<file path="src/sv/swbp_pkg.sv">
// ----------------------------------------------------------------------------
// swbp_pkg - shared types for the sample word to byte packer
// Holds the command that passes from the front end to the byte emitter.
// ----------------------------------------------------------------------------
package swbp_pkg;

  localparam int unsigned WordWidth = 16;
  localparam int unsigned ByteWidth = 8;

  // One converted word: one or two bytes for the output stream
  typedef struct packed {
    logic [ByteWidth-1:0] byte0;
    logic [ByteWidth-1:0] byte1;
    logic                 two;
  } swbp_cmd_t;

endpackage

</file>
<file path="src/sv/swbp_front.sv">
// ----------------------------------------------------------------------------
// swbp_front - word classifier and bit packer
// Accepts converter words, keeps the group phase and leftover bits, and
// turns each word into a byte command for the queue.
// ----------------------------------------------------------------------------
module swbp_front
  import swbp_pkg::*;
(
  input  logic                 clk,
  input  logic                 rst,
  input  logic                 cfg_valid,
  input  logic                 cfg_data,
  input  logic                 word_valid,
  input  logic [WordWidth-1:0] word,
  input  logic                 queue_full,
  output logic                 word_ready,
  output logic                 push,
  output swbp_cmd_t            push_cmd
);

  typedef enum logic [1:0] {
    PH_FIRST,
    PH_SECOND,
    PH_THIRD,
    PH_FOURTH
  } phase_t;

  phase_t     phase;
  phase_t     phase_next;
  logic       packed_mode;
  logic [5:0] leftover;
  logic [5:0] leftover_next;
  logic [9:0] v;

  assign v          = word[9:0];
  assign word_ready = !queue_full;
  assign push       = word_valid && word_ready;

  // Build the byte command and the state left for the next word
  always_comb begin
    push_cmd      = '0;
    phase_next    = phase;
    leftover_next = leftover;
    if (!packed_mode) begin
      // (v - 512) * 64, low byte first
      push_cmd.byte0 = {v[1:0], 6'b0};
      push_cmd.byte1 = {~v[9], v[8:2]};
      push_cmd.two   = 1'b1;
    end else begin
      case (phase)
        PH_FIRST: begin
          push_cmd.byte0 = v[9:2];
          leftover_next  = {4'b0, v[1:0]};
          phase_next     = PH_SECOND;
        end
        PH_SECOND: begin
          push_cmd.byte0 = {leftover[1:0], v[9:4]};
          leftover_next  = {2'b0, v[3:0]};
          phase_next     = PH_THIRD;
        end
        PH_THIRD: begin
          push_cmd.byte0 = {leftover[3:0], v[9:6]};
          leftover_next  = v[5:0];
          phase_next     = PH_FOURTH;
        end
        PH_FOURTH: begin
          push_cmd.byte0 = {leftover[5:0], v[9:8]};
          push_cmd.byte1 = v[7:0];
          push_cmd.two   = 1'b1;
          leftover_next  = '0;
          phase_next     = PH_FIRST;
        end
        default: begin
          phase_next = PH_FIRST;
        end
      endcase
    end
  end

  // Hold mode and packing state; a register write starts a new group
  always_ff @(posedge clk) begin
    if (rst) begin
      packed_mode <= 1'b0;
      phase       <= PH_FIRST;
      leftover    <= '0;
    end else if (cfg_valid) begin
      packed_mode <= cfg_data;
      phase       <= PH_FIRST;
      leftover    <= '0;
    end else if (push) begin
      phase    <= phase_next;
      leftover <= leftover_next;
    end
  end

endmodule

</file>
<file path="src/sv/swbp_fifo.sv">
// ----------------------------------------------------------------------------
// swbp_fifo - short command queue
// Decouples the packer front end from the byte emitter.
// ----------------------------------------------------------------------------
module swbp_fifo
  import swbp_pkg::*;
#(
  parameter int unsigned DEPTH = 4
) (
  input  logic      clk,
  input  logic      rst,
  input  logic      push,
  input  swbp_cmd_t push_cmd,
  input  logic      pop,
  output logic      full,
  output logic      empty,
  output swbp_cmd_t pop_cmd
);

  localparam int unsigned PtrWidth = (DEPTH > 1) ? $clog2(DEPTH) : 1;
  localparam int unsigned CntWidth = $clog2(DEPTH + 1);

  swbp_cmd_t           slots [DEPTH];
  logic [PtrWidth-1:0] wr_ptr;
  logic [PtrWidth-1:0] rd_ptr;
  logic [CntWidth-1:0] count;

  assign full    = (count == CntWidth'(DEPTH));
  assign empty   = (count == '0);
  assign pop_cmd = slots[rd_ptr];

  // Store an item at the write pointer
  always_ff @(posedge clk) begin
    if (push) begin
      slots[wr_ptr] <= push_cmd;
    end
  end

  // Advance pointers and occupancy
  always_ff @(posedge clk) begin
    if (rst) begin
      wr_ptr <= '0;
      rd_ptr <= '0;
      count  <= '0;
    end else begin
      if (push) begin
        wr_ptr <= (wr_ptr == PtrWidth'(DEPTH - 1)) ? '0 : wr_ptr + 1'b1;
      end
      if (pop) begin
        rd_ptr <= (rd_ptr == PtrWidth'(DEPTH - 1)) ? '0 : rd_ptr + 1'b1;
      end
      if (push && !pop) begin
        count <= count + 1'b1;
      end else if (pop && !push) begin
        count <= count - 1'b1;
      end
    end
  end

endmodule

</file>
<file path="src/sv/swbp_back.sv">
// ----------------------------------------------------------------------------
// swbp_back - byte emitter
// Takes commands from the queue and sends their bytes one per cycle,
// marking the final byte of each word with tlast.
// ----------------------------------------------------------------------------
module swbp_back
  import swbp_pkg::*;
(
  input  logic                 clk,
  input  logic                 rst,
  input  logic                 queue_empty,
  input  swbp_cmd_t            queue_cmd,
  output logic                 pop,
  input  logic                 out_ready,
  output logic                 out_valid,
  output logic [ByteWidth-1:0] out_byte,
  output logic                 out_last
);

  swbp_cmd_t cur;
  logic      busy;
  logic      second;
  logic      done;

  assign out_valid = busy;
  assign out_byte  = second ? cur.byte1 : cur.byte0;
  assign out_last  = second || !cur.two;
  assign done      = busy && out_ready && out_last;
  assign pop       = !queue_empty && (!busy || done);

  // Load the next command when the emitter is idle or the current one is finished
  always_ff @(posedge clk) begin
    if (pop) begin
      cur <= queue_cmd;
    end
  end

  // Step through the bytes of the current command
  always_ff @(posedge clk) begin
    if (rst) begin
      busy   <= 1'b0;
      second <= 1'b0;
    end else if (pop) begin
      busy   <= 1'b1;
      second <= 1'b0;
    end else if (done) begin
      busy   <= 1'b0;
      second <= 1'b0;
    end else if (busy && out_ready) begin
      second <= 1'b1;
    end
  end

endmodule

</file>
<file path="src/sv/sample_word_to_byte_packer.sv">
// ----------------------------------------------------------------------------
// sample_word_to_byte_packer - converter word to byte stream packer
// Packs 10-bit converter samples into bytes or emits them as signed 16-bit.
// ----------------------------------------------------------------------------
// Usage:
//   s_axis carries one 16-bit converter word per item; only bits 9..0 count.
//   m_axis carries one byte per item; tlast marks the final byte that a word
//   gives. cfg_valid/cfg_data set packed mode (1) or signed mode (0); write
//   it only while the block is idle. Every write restarts the group of four.
//   Packed mode: words in a group give 1, 1, 1 and 2 bytes, MSB first.
//   Signed mode: each word gives two bytes of (v - 512) * 64, low byte first.
// Path: an accepted word is written into the queue, then loaded into the emitter's
//   command register, from which its first byte is offered.
// Throughput: the emitter sends one byte per cycle while m_axis_tready is high
//   and the queue holds a command. Words are taken while the queue of
//   FIFO_DEPTH commands has room.
// Reset: clears the mode to signed, the group phase, leftover bits and the
//   queue. When the receiver stalls, the current byte holds and the queue
//   fills, after which s_axis_tready drops.
// ----------------------------------------------------------------------------
module sample_word_to_byte_packer
  import swbp_pkg::*;
#(
  parameter int unsigned FIFO_DEPTH = 4
) (
  input  logic                 clk,
  input  logic                 rst,
  input  logic                 cfg_valid,
  output logic                 cfg_ready,
  input  logic                 cfg_data,       // packed_mode
  input  logic                 s_axis_tvalid,
  output logic                 s_axis_tready,
  input  logic [WordWidth-1:0] s_axis_tdata,   // [15:0] sample_word
  output logic                 m_axis_tvalid,
  input  logic                 m_axis_tready,
  output logic [ByteWidth-1:0] m_axis_tdata,   // [7:0] out_byte
  output logic                 m_axis_tlast    // last_of_run
);

  swbp_cmd_t push_cmd;
  swbp_cmd_t pop_cmd;
  logic      push;
  logic      pop;
  logic      full;
  logic      empty;

  assign cfg_ready = 1'b1;

  swbp_front u_front (
    .clk        (clk),
    .rst        (rst),
    .cfg_valid  (cfg_valid),
    .cfg_data   (cfg_data),
    .word_valid (s_axis_tvalid),
    .word       (s_axis_tdata),
    .queue_full (full),
    .word_ready (s_axis_tready),
    .push       (push),
    .push_cmd   (push_cmd)
  );

  swbp_fifo #(
    .DEPTH (FIFO_DEPTH)
  ) u_fifo (
    .clk      (clk),
    .rst      (rst),
    .push     (push),
    .push_cmd (push_cmd),
    .pop      (pop),
    .full     (full),
    .empty    (empty),
    .pop_cmd  (pop_cmd)
  );

  swbp_back u_back (
    .clk         (clk),
    .rst         (rst),
    .queue_empty (empty),
    .queue_cmd   (pop_cmd),
    .pop         (pop),
    .out_ready   (m_axis_tready),
    .out_valid   (m_axis_tvalid),
    .out_byte    (m_axis_tdata),
    .out_last    (m_axis_tlast)
  );

endmodule

</file>
<file path="config.mk">
export PLATFORM = sky130hd
export DESIGN_NAME = sample_word_to_byte_packer
export DESIGN_NICKNAME = d
export VERILOG_FILES = /design/src/sv/swbp_pkg.sv /design/src/sv/swbp_front.sv /design/src/sv/swbp_fifo.sv /design/src/sv/swbp_back.sv /design/src/sv/sample_word_to_byte_packer.sv
export SDC_FILE = /design/constraint.sdc
export NUM_CORES = 1
export LEC_CHECK = 0
export BUFFER_PORTS_ARGS = -buffer_cell sky130_fd_sc_hd__buf_2
export CORE_AREA = 8 8 93 95
export CTS_BUF_LIST = sky130_fd_sc_hd__clkbuf_8 sky130_fd_sc_hd__clkbuf_16
export DETAILED_ROUTE_END_ITERATION = 7
export DIE_AREA = 0 0 101 103
export GPL_TIMING_DRIVEN = 0
export PLACE_DENSITY = 0.79
export SLEW_MARGIN = 30
export SYNTH_ARGS = -nofsm -noshare
export SYNTH_HDL_FRONTEND = slang
export SYNTH_SLANG_ARGS = --single-unit
</file>
<file path="constraint.sdc">
create_clock -name clk -period 8.07 [get_ports clk]
set_input_delay 0 -clock clk [delete_from_list [all_inputs] [get_ports clk]]
set_output_delay 0 -clock clk [all_outputs]
set_load 0.02 [all_outputs]
</file>
==> flow_metrics.py, run 1 <==
metrics = {
    "logic_synthesis": {
        "yosys_warnings": 0,
        "syn_area_sq_um": 4432,
        "syn_area_per_cell_sq_um": 15.28,
        "synthCells": 290,
        "synth-seq-cells": 103,
        "seq_area_frac_synth": 0.6573,
        "synth-main-ff-cell": "edfxtp_1",
        "synthArstFlopShare": 0,
        "synth-edff-count": 85,
        "netlist_top_cells_area": "edfxtp_1 (58%), mux4_2 (8.6%), dfxtp_1 (8.1%)",
        "netlist-cell-type-count": 40,
        "synth.net_count": 323,
        "synth_area_leader_cell": "edfxtp_1",
        "synth_top_area_frac": 0.5759,
    },
    "worst_setup_path": {
        "path_cells": "nor2b_1 -> inv_1 -> a21boi_0 -> nor2_2 -> inv_1 -> ha_1 -> inv_1 -> fa_1 -> xor2_1 -> or3_2 -> a21oi_1",
        "start_kind": "flip-flop",
        "critPathMaxFanout": 5,
        "critPathRequiredTime_ns": 8.37,
        "endpoint_kind": "flip-flop",
        "worstPathArrival_ns": 2.99,
        "critPathBufInv": 3,
        "cp_top_family": "simple AND/OR/NAND/NOR gates",
        "path_common_cell": "inv_1",
        "criticalPathCategory": "flip-flop to flip-flop",
        "slowest_delay_ns": 0.45,
        "cp_slowest_cell": "a21boi_0",
    },
    "final_layout": {
        "fin_area_sq_um": 5002,
        "mostFrequentLayoutCells": "edfxtp_1 (85), buf_2 (30), o21ai_0 (20), nand2_1 (19), dfxtp_1 (18)",
        "syn_to_final_growth_pct": 12.87,
        "layout.cells.non_filler": 440,
        "finish.net_count": 369,
        "diodes": 0,
        "drive_above_1_share": 0.2757,
        "nFillCells": 501,
        "final_common_cell": "edfxtp_1",
    },
    "clock_network": {
        "htreeDepth": 3,
        "clk_pin_slew_ns": 0.09,
        "cts-root-buf": "clkbuf_8",
        "max-clock-path-buffers": 2,
        "cts_buffers": 9,
        "clkLatencyLatePin_ns": 0.36,
        "cts.sinks": 103,
        "cts_tree": "yes",
    },
    "timing": {
        "fmax_mhz": 370.6,
        "min_period_ns": 2.698,
        "skew_ns": 0.01151,
        "rsz0062_at_grt": "false",
        "hold_viol": 0,
        "slew_viol_final": 0,
        "slew_headroom": 0.5028,
        "whs_ns": 0.05615,
        "worstMarginPinSlew_ns": 0.7401,
        "setup_viol": 0,
        "fin_setup_tns_ns": 0,
        "fin_crit_sh": 0.3344,
    },
    "routing": {
        "totalWireLength_mm": 8.014,
        "avgRoutedWirePerCell_um": 18.21,
        "first_pass_iters": 8,
        "drc_errors": 0,
        "dr_total_vias": 2573,
        "vias_per_cell": 5.848,
        "postRouteAntennaNets": 0,
        "drt_iter0_drc": 154,
    },
    "floorplan": {
        "dieArea_sq_um": 10400,
        "initial_core_util": 0.6210,
        "coreArea_sq_um": 7137,
        "fp.dieH_um": 103,
        "num_rows": 31,
        "ios": 34,
        "die_w_um": 101,
    },
    "power_and_ir_drop": {
        "combPwrFrac": 0.268,
        "power_frac_clock": 0.243,
        "pwr-share-seq": 0.489,
        "power_density_nw_per_um2": 294.6,
        "p_int_uw": 1048,
        "p_sw_uw": 425.9,
        "switching_share": 0.2890,
        "ir_drop_uv": 162.1,
        "power_leakage_uw": 0.001737,
    },
    "placement": {
        "place_inst": 416,
        "io_buffers": 26,
        "dp_hpwl_mm": 5.325,
        "place_area_sq_um": 4700,
        "place_congestion": 0.9351,
    },
    "worst_hold_path": {
        "hold_path_class": "primary input to flip-flop",
    },
    "grt": {
        "antenna_found_initial": 0,
        "grt_pass1_vias": 2590,
        "grt_pass1_wl_mm": 12.97,
        "grt_usage": 0.1676,
        "grt_max_degree": 19,
        "grt_overflow": 0,
    },
    "run": {
        "maxCapViolations": 0,
    },
    "outcome": {
        "status": "finished clean",
    },
}
-- cell usage after synthesis (2+ instances only) --
cell	instances
mux2_2	11
nand3b_1	2
edfxtp_1	85
buf_2	4
inv_1	16
a21oi_2	2
nand3_1	12
a222oi_1	8
buf_1	2
ha_1	10
xor2_1	2
a21oi_1	13
and3_2	4
buf_6	2
o21ai_0	20
and2_1	6
buf_4	2
o311ai_4	2
nand2_1	19
nor2_1	7
clkbuf_1	7
mux4_2	17
dfxtp_1	18
nor3_1	2
mux2i_1	2
-- cell families after synthesis --
logic type               Yosys count  share of synthesized area
AO/OA/AOI/OAI                     47                    0.07567
XOR/XNOR                           2                   0.003953
adder cells (fa/ha/maj)           11                    0.03275
buffers and inverters             35                    0.03840
flip-flops                       103                     0.6573
multiplexers                      30                     0.1189
other                              1                  0.0008462
AND/OR/NAND/NOR                   61                    0.07228
-- power groups by stage --
stage / combinational [uW] / sequential [uW] / clock, uW
final: 396 / 720 / 358
after global routing: 436 / 731 / 380
after CTS: 402 / 721 / 360
after detailed placement: 397 / 733 / 0
after global placement: 376 / 728 / 0
after floorplan: 291 / 726 / 0
-- worst register-to-register path: stages (launching register included) --
cell,delay (ns)
edfxtp_1,0.32
nor2b_1,0.18
inv_1,0.07
a21boi_0,0.45
nor2_2,0.17
inv_1,0.11
ha_1,0.18
inv_1,0.06
fa_1,0.37
xor2_1,0.18
or3_2,0.41
a21oi_1,0.14
-- area by class of cell --
cell class	instances	area [sq um]	share of cell area
Tap cell	99	123.9	0.02476
Buffer	19	110.1	0.02201
Clock inverter	7	98.84	0.01976
Timing Repair Buffer	35	221.5	0.04427
Clock buffer	9	123.9	0.02476
Sequential cell	103	2913	0.5823
Inverter	16	60.06	0.01201
Multi-Input combinational cell	152	1351	0.2701
-- final timing paths --
path | to | depth (start not counted) | slack (ns) | from
max reg2reg | u_fifo.count[2] | 11 | 5.37 | u_back.cur[0]
min reg2reg | u_front.leftover[5] | 2 | 0.47 | u_front.leftover[5]
max | u_fifo.count[2] | 11 | 5.37 | u_back.cur[0]
min | u_fifo.wr_ptr[1] | 4 | 0.06 | s_axis_tvalid
-- registers in the layout, indices dropped and copies added (netlist names) --
| register | cells |
|---|---|
| u_fifo.rd_ptr | 2 |
| u_front.packed_mode | 1 |
| u_fifo.wr_ptr | 2 |
| u_fifo.slots | 68 |
| u_back.cur | 17 |
| u_back.out_valid | 1 |
| u_back.second | 1 |
| u_fifo.count | 3 |
| u_front.leftover | 6 |
| u_front.phase | 2 |
-- stage by stage --
step	setup WS [ns]	power, uW	util
final	5.372	1474	0.7009
after global routing	5.145	1547	0.7009
after CTS	5.369	1483	0.7009
after detailed placement	5.424	1130	0.6585
after global placement	4.938	1104	0.6566
after floorplan	5.269	1017	-
-- per-layer routing --
metal / vias up / share of wire / global-route usage
li1: 1201 / - / -
met1: 1263 / 0.44 / 0.2014
met2: 96 / 0.48 / 0.2807
met3: 13 / 0.057 / 0.03511
met4: 0 / 0.019 / 0.08706
met5: - / 0 / 0
-- repair_timing --
action | CTS | global route
resized for setup | 0 | 0
setup buffers | 0 | 0
hold buffers | 8 | 0
hold endpoints to repair | 7 | 0
Power figures use the tool's default switching activity.
==> run 2, diff against run 1 <==
--- a/config.mk
+++ b/config.mk
@@ -5,13 +5,14 @@
 export SDC_FILE = /design/constraint.sdc
 export NUM_CORES = 1
 export LEC_CHECK = 0
+export ABC_AREA = 1
 export BUFFER_PORTS_ARGS = -buffer_cell sky130_fd_sc_hd__buf_2
-export CORE_AREA = 8 8 93 95
+export CORE_AREA = 8 8 97 99
 export CTS_BUF_LIST = sky130_fd_sc_hd__clkbuf_8 sky130_fd_sc_hd__clkbuf_16
 export DETAILED_ROUTE_END_ITERATION = 7
-export DIE_AREA = 0 0 101 103
+export DIE_AREA = 0 0 105 107
 export GPL_TIMING_DRIVEN = 0
-export PLACE_DENSITY = 0.79
+export PLACE_DENSITY = 0.74
 export SLEW_MARGIN = 30
 export SYNTH_ARGS = -nofsm -noshare
 export SYNTH_HDL_FRONTEND = slang
==> constraint.sdc (replaced) <==
create_clock -name clk -period 2.65 [get_ports clk]
set_input_delay 0 -clock clk [delete_from_list [all_inputs] [get_ports clk]]
set_output_delay 0 -clock clk [all_outputs]
set_load 0.02 [all_outputs]
==> run 2 against run 1 <==
Final cell count is 33% higher. Final area is 2.3% higher. Die area is 8.0% higher. Maximum frequency is 30% higher. Combinational power grew to 4.1 times the previous value. First-iteration DRC count is 53% higher. Clock-buffer cell count stayed put. Register-to-register slack worse by 4.8 ns. Total power grew to 3.3 times the previous value. Via count is 24% higher.
==> flow_metrics.py, run 2 <==
metrics = {
    "outcome": {
        "status": "finished clean",
    },
    "clock_network": {
        "max-clock-path-buffers": 2,
        "cts.sinks": 103,
        "cts-root-buf": "clkbuf_8",
        "clkLatencyLatePin_ns": 0.36,
        "cts_tree": "yes",
        "clk_pin_slew_ns": 0.11,
        "cts_buffers": 9,
        "htreeDepth": 3,
    },
    "floorplan": {
        "initial_core_util": 0.5677,
        "fp.dieH_um": 107,
        "dieArea_sq_um": 11240,
        "coreArea_sq_um": 7928,
        "num_rows": 33,
        "die_w_um": 105,
        "ios": 34,
    },
    "worst_hold_path": {
        "hold_path_class": "primary input to flip-flop",
    },
    "power_and_ir_drop": {
        "power_frac_clock": 0.192,
        "power_density_nw_per_um2": 943.9,
        "combPwrFrac": 0.338,
        "ir_drop_uv": 334.7,
        "p_int_uw": 3049,
        "pwr-share-seq": 0.470,
        "power_leakage_uw": 0.002001,
        "switching_share": 0.3688,
        "p_sw_uw": 1782,
    },
    "routing": {
        "first_pass_iters": 5,
        "totalWireLength_mm": 9.266,
        "postRouteAntennaNets": 0,
        "drc_errors": 0,
        "vias_per_cell": 5.463,
        "drt_iter0_drc": 236,
        "dr_total_vias": 3196,
        "avgRoutedWirePerCell_um": 15.84,
    },
    "grt": {
        "grt_max_degree": 20,
        "antenna_found_initial": 0,
        "top_usage_layer": "met2",
        "grt_pass1_vias": 3242,
        "grt_overflow": 0,
        "gr-usage-met1": 0.1938,
        "grt_use_met2": 0.3090,
        "grt_pass1_wl_mm": 15.31,
        "grt_usage": 0.1736,
        "use_met3": 0.03539,
    },
    "logic_synthesis": {
        "synth_top_area_frac": 0.5671,
        "yosys-top-cells-count": "edfxtp_1 (85), nand2_1 (78), nor2_1 (63)",
        "synth-seq-cells": 103,
        "synth.net_count": 457,
        "synth_area_leader_cell": "edfxtp_1",
        "yosys_warnings": 0,
        "netlist_top_cells_area": "edfxtp_1 (57%), dfxtp_1 (8.0%), nand2_1 (6.5%)",
        "netlist-cell-type-count": 27,
        "seq_area_frac_synth": 0.6472,
        "synthArstFlopShare": 0,
        "synthCells": 424,
        "synth-main-ff-cell": "edfxtp_1",
        "syn_area_sq_um": 4501,
        "syn_area_per_cell_sq_um": 10.61,
        "yosysMostFrequentCell": "edfxtp_1",
        "synth-edff-count": 85,
    },
    "worst_setup_path": {
        "critPathMaxFanout": 10,
        "path_cells": "buf_2 -> inv_2 -> nor2_1 -> a21oi_1 -> dlygate4sd3_1 -> nor2_1 -> dlygate4sd3_1",
        "cp_slowest_cell": "dlygate4sd3_1",
        "criticalPathCategory": "flip-flop to flip-flop",
        "start_kind": "flip-flop",
        "worstPathArrival_ns": 2.33,
        "slowest_delay_ns": 0.56,
        "critPathRequiredTime_ns": 2.90,
        "endpoint_kind": "flip-flop",
    },
    "placement": {
        "io_buffers": 26,
        "dp_hpwl_mm": 6.629,
        "place_inst": 559,
        "place_congestion": 0.8938,
    },
    "final_layout": {
        "finish.net_count": 508,
        "final_common_cell": "edfxtp_1",
        "reg_top3": "u_fifo.slots: 68 flops, u_back.cur: 17 flops, u_front.leftover: 6 flops",
        "largest_reg_flops": 68,
        "mostFrequentLayoutCells": "edfxtp_1 (85), nand2_1 (78), nor2_1 (59), o21ai_0 (46), buf_2 (40)",
        "regMostFlops": "u_fifo.slots",
        "layout.cells.non_filler": 585,
        "drive_above_1_share": 0.1813,
        "nFillCells": 633,
        "syn_to_final_growth_pct": 13.71,
        "multi_input_area_sq_um": 1351,
        "ff_latch_area_sq_um": 2913,
        "diodes": 0,
    },
    "timing": {
        "fin_crit_sh": 0.7829,
        "whs_ns": 0.01641,
        "fmax_mhz": 482.0,
        "slew_viol_final": 0,
        "rsz0062_at_grt": "false",
        "hold_viol": 0,
        "setup_viol": 0,
        "fin_setup_tns_ns": 0,
        "min_period_ns": 2.075,
        "skew_ns": 0.01168,
        "worstMarginPinSlew_ns": 0.5568,
        "slew_headroom": 0.6284,
    },
    "run": {
        "maxCapViolations": 0,
    },
}
## run 2: cell types whose count changed in the layout (fill, tap and decap cells not counted), moves of 9 or more
cell	before	now
mux4_2	17	0
nor2_1	6	59
o21ai_0	20	46
o22ai_1	0	17
a21oi_1	13	22
mux2_2	11	0
buf_2	30	40
nand2_1	19	78
## run 2: through the flow
stage               area [sq um]  power, uW    util  setup WS [ns]
finish                      5117       4830  0.6455         0.5753
floorplan                   4501       3387       -         0.7791
global placement            4762       3833  0.6007         0.2909
global route                5117       5117  0.6455         0.3604
CTS                         5117       4843  0.6455         0.5842
detailed placement          4828       3929  0.6091         0.6135
## run 2: worst max-delay path: cells and delay by family, from the launching register on
| kind | cells | cell delay, ns |
|---|---|---|
| buf+inv | 4 | 1.43 |
| compound gates | 1 | 0.11 |
| flops | 1 | 0.34 |
| simple gates | 2 | 0.10 |
## run 2: cell type report
class	count	area share
plain buffers	21	0.02445
clock buffers	9	0.02421
clock inverters	7	0.01271
inverters	31	0.02372
multi-input cells	269	0.2641
flip-flops and latches	103	0.5692
well taps	105	0.02567
repair buffers	40	0.05599
## run 2: cells by family after synthesis
kind of cell,synth area share
other,0.0008332
AOI/OAI and AO/OA,0.1134
DFF,0.6472
and+or+nand+nor,0.1515
buffers and inverters,0.05477
adders and majority gates,0.03225
## run 2: power by group through the flow
stage	Sequential, uW	Clock, uW	Combinational (uW)
after global routing	2310	997	1810
after detailed placement	2310	0	1620
after global placement	2310	0	1520
final	2270	928	1630
after CTS	2270	934	1640
after floorplan	2300	0	1090
## run 2: path summary, 6_finish.rpt
| check | startpoint | endpoint | slack (ns) | depth (start not counted) |
|---|---|---|---|---|
| worst max-delay path | u_front.packed_mode | u_front.packed_mode | 0.58 | 7 |
| worst min-delay path | m_axis_tready | u_back.second | 0.02 | 5 |
| worst max register to register | u_front.packed_mode | u_front.packed_mode | 0.58 | 7 |
| worst min register to register | u_front.leftover[5] | u_front.leftover[5] | 0.53 | 4 |
## run 2: metal layers
metal	wire length [um]	vias to the layer above
li1	-	1554
met1	3796	1490
met2	4602	130
met3	648	22
met4	218	0
met5	0	-
## run 2: timing repair
action                                 in CTS  in global routing
setup endpoints to repair                   0                  0
hold buffers                               10                  0
endpoints found under the hold margin       8                  0
resized for setup                           0                  0
setup buffers                               0                  0
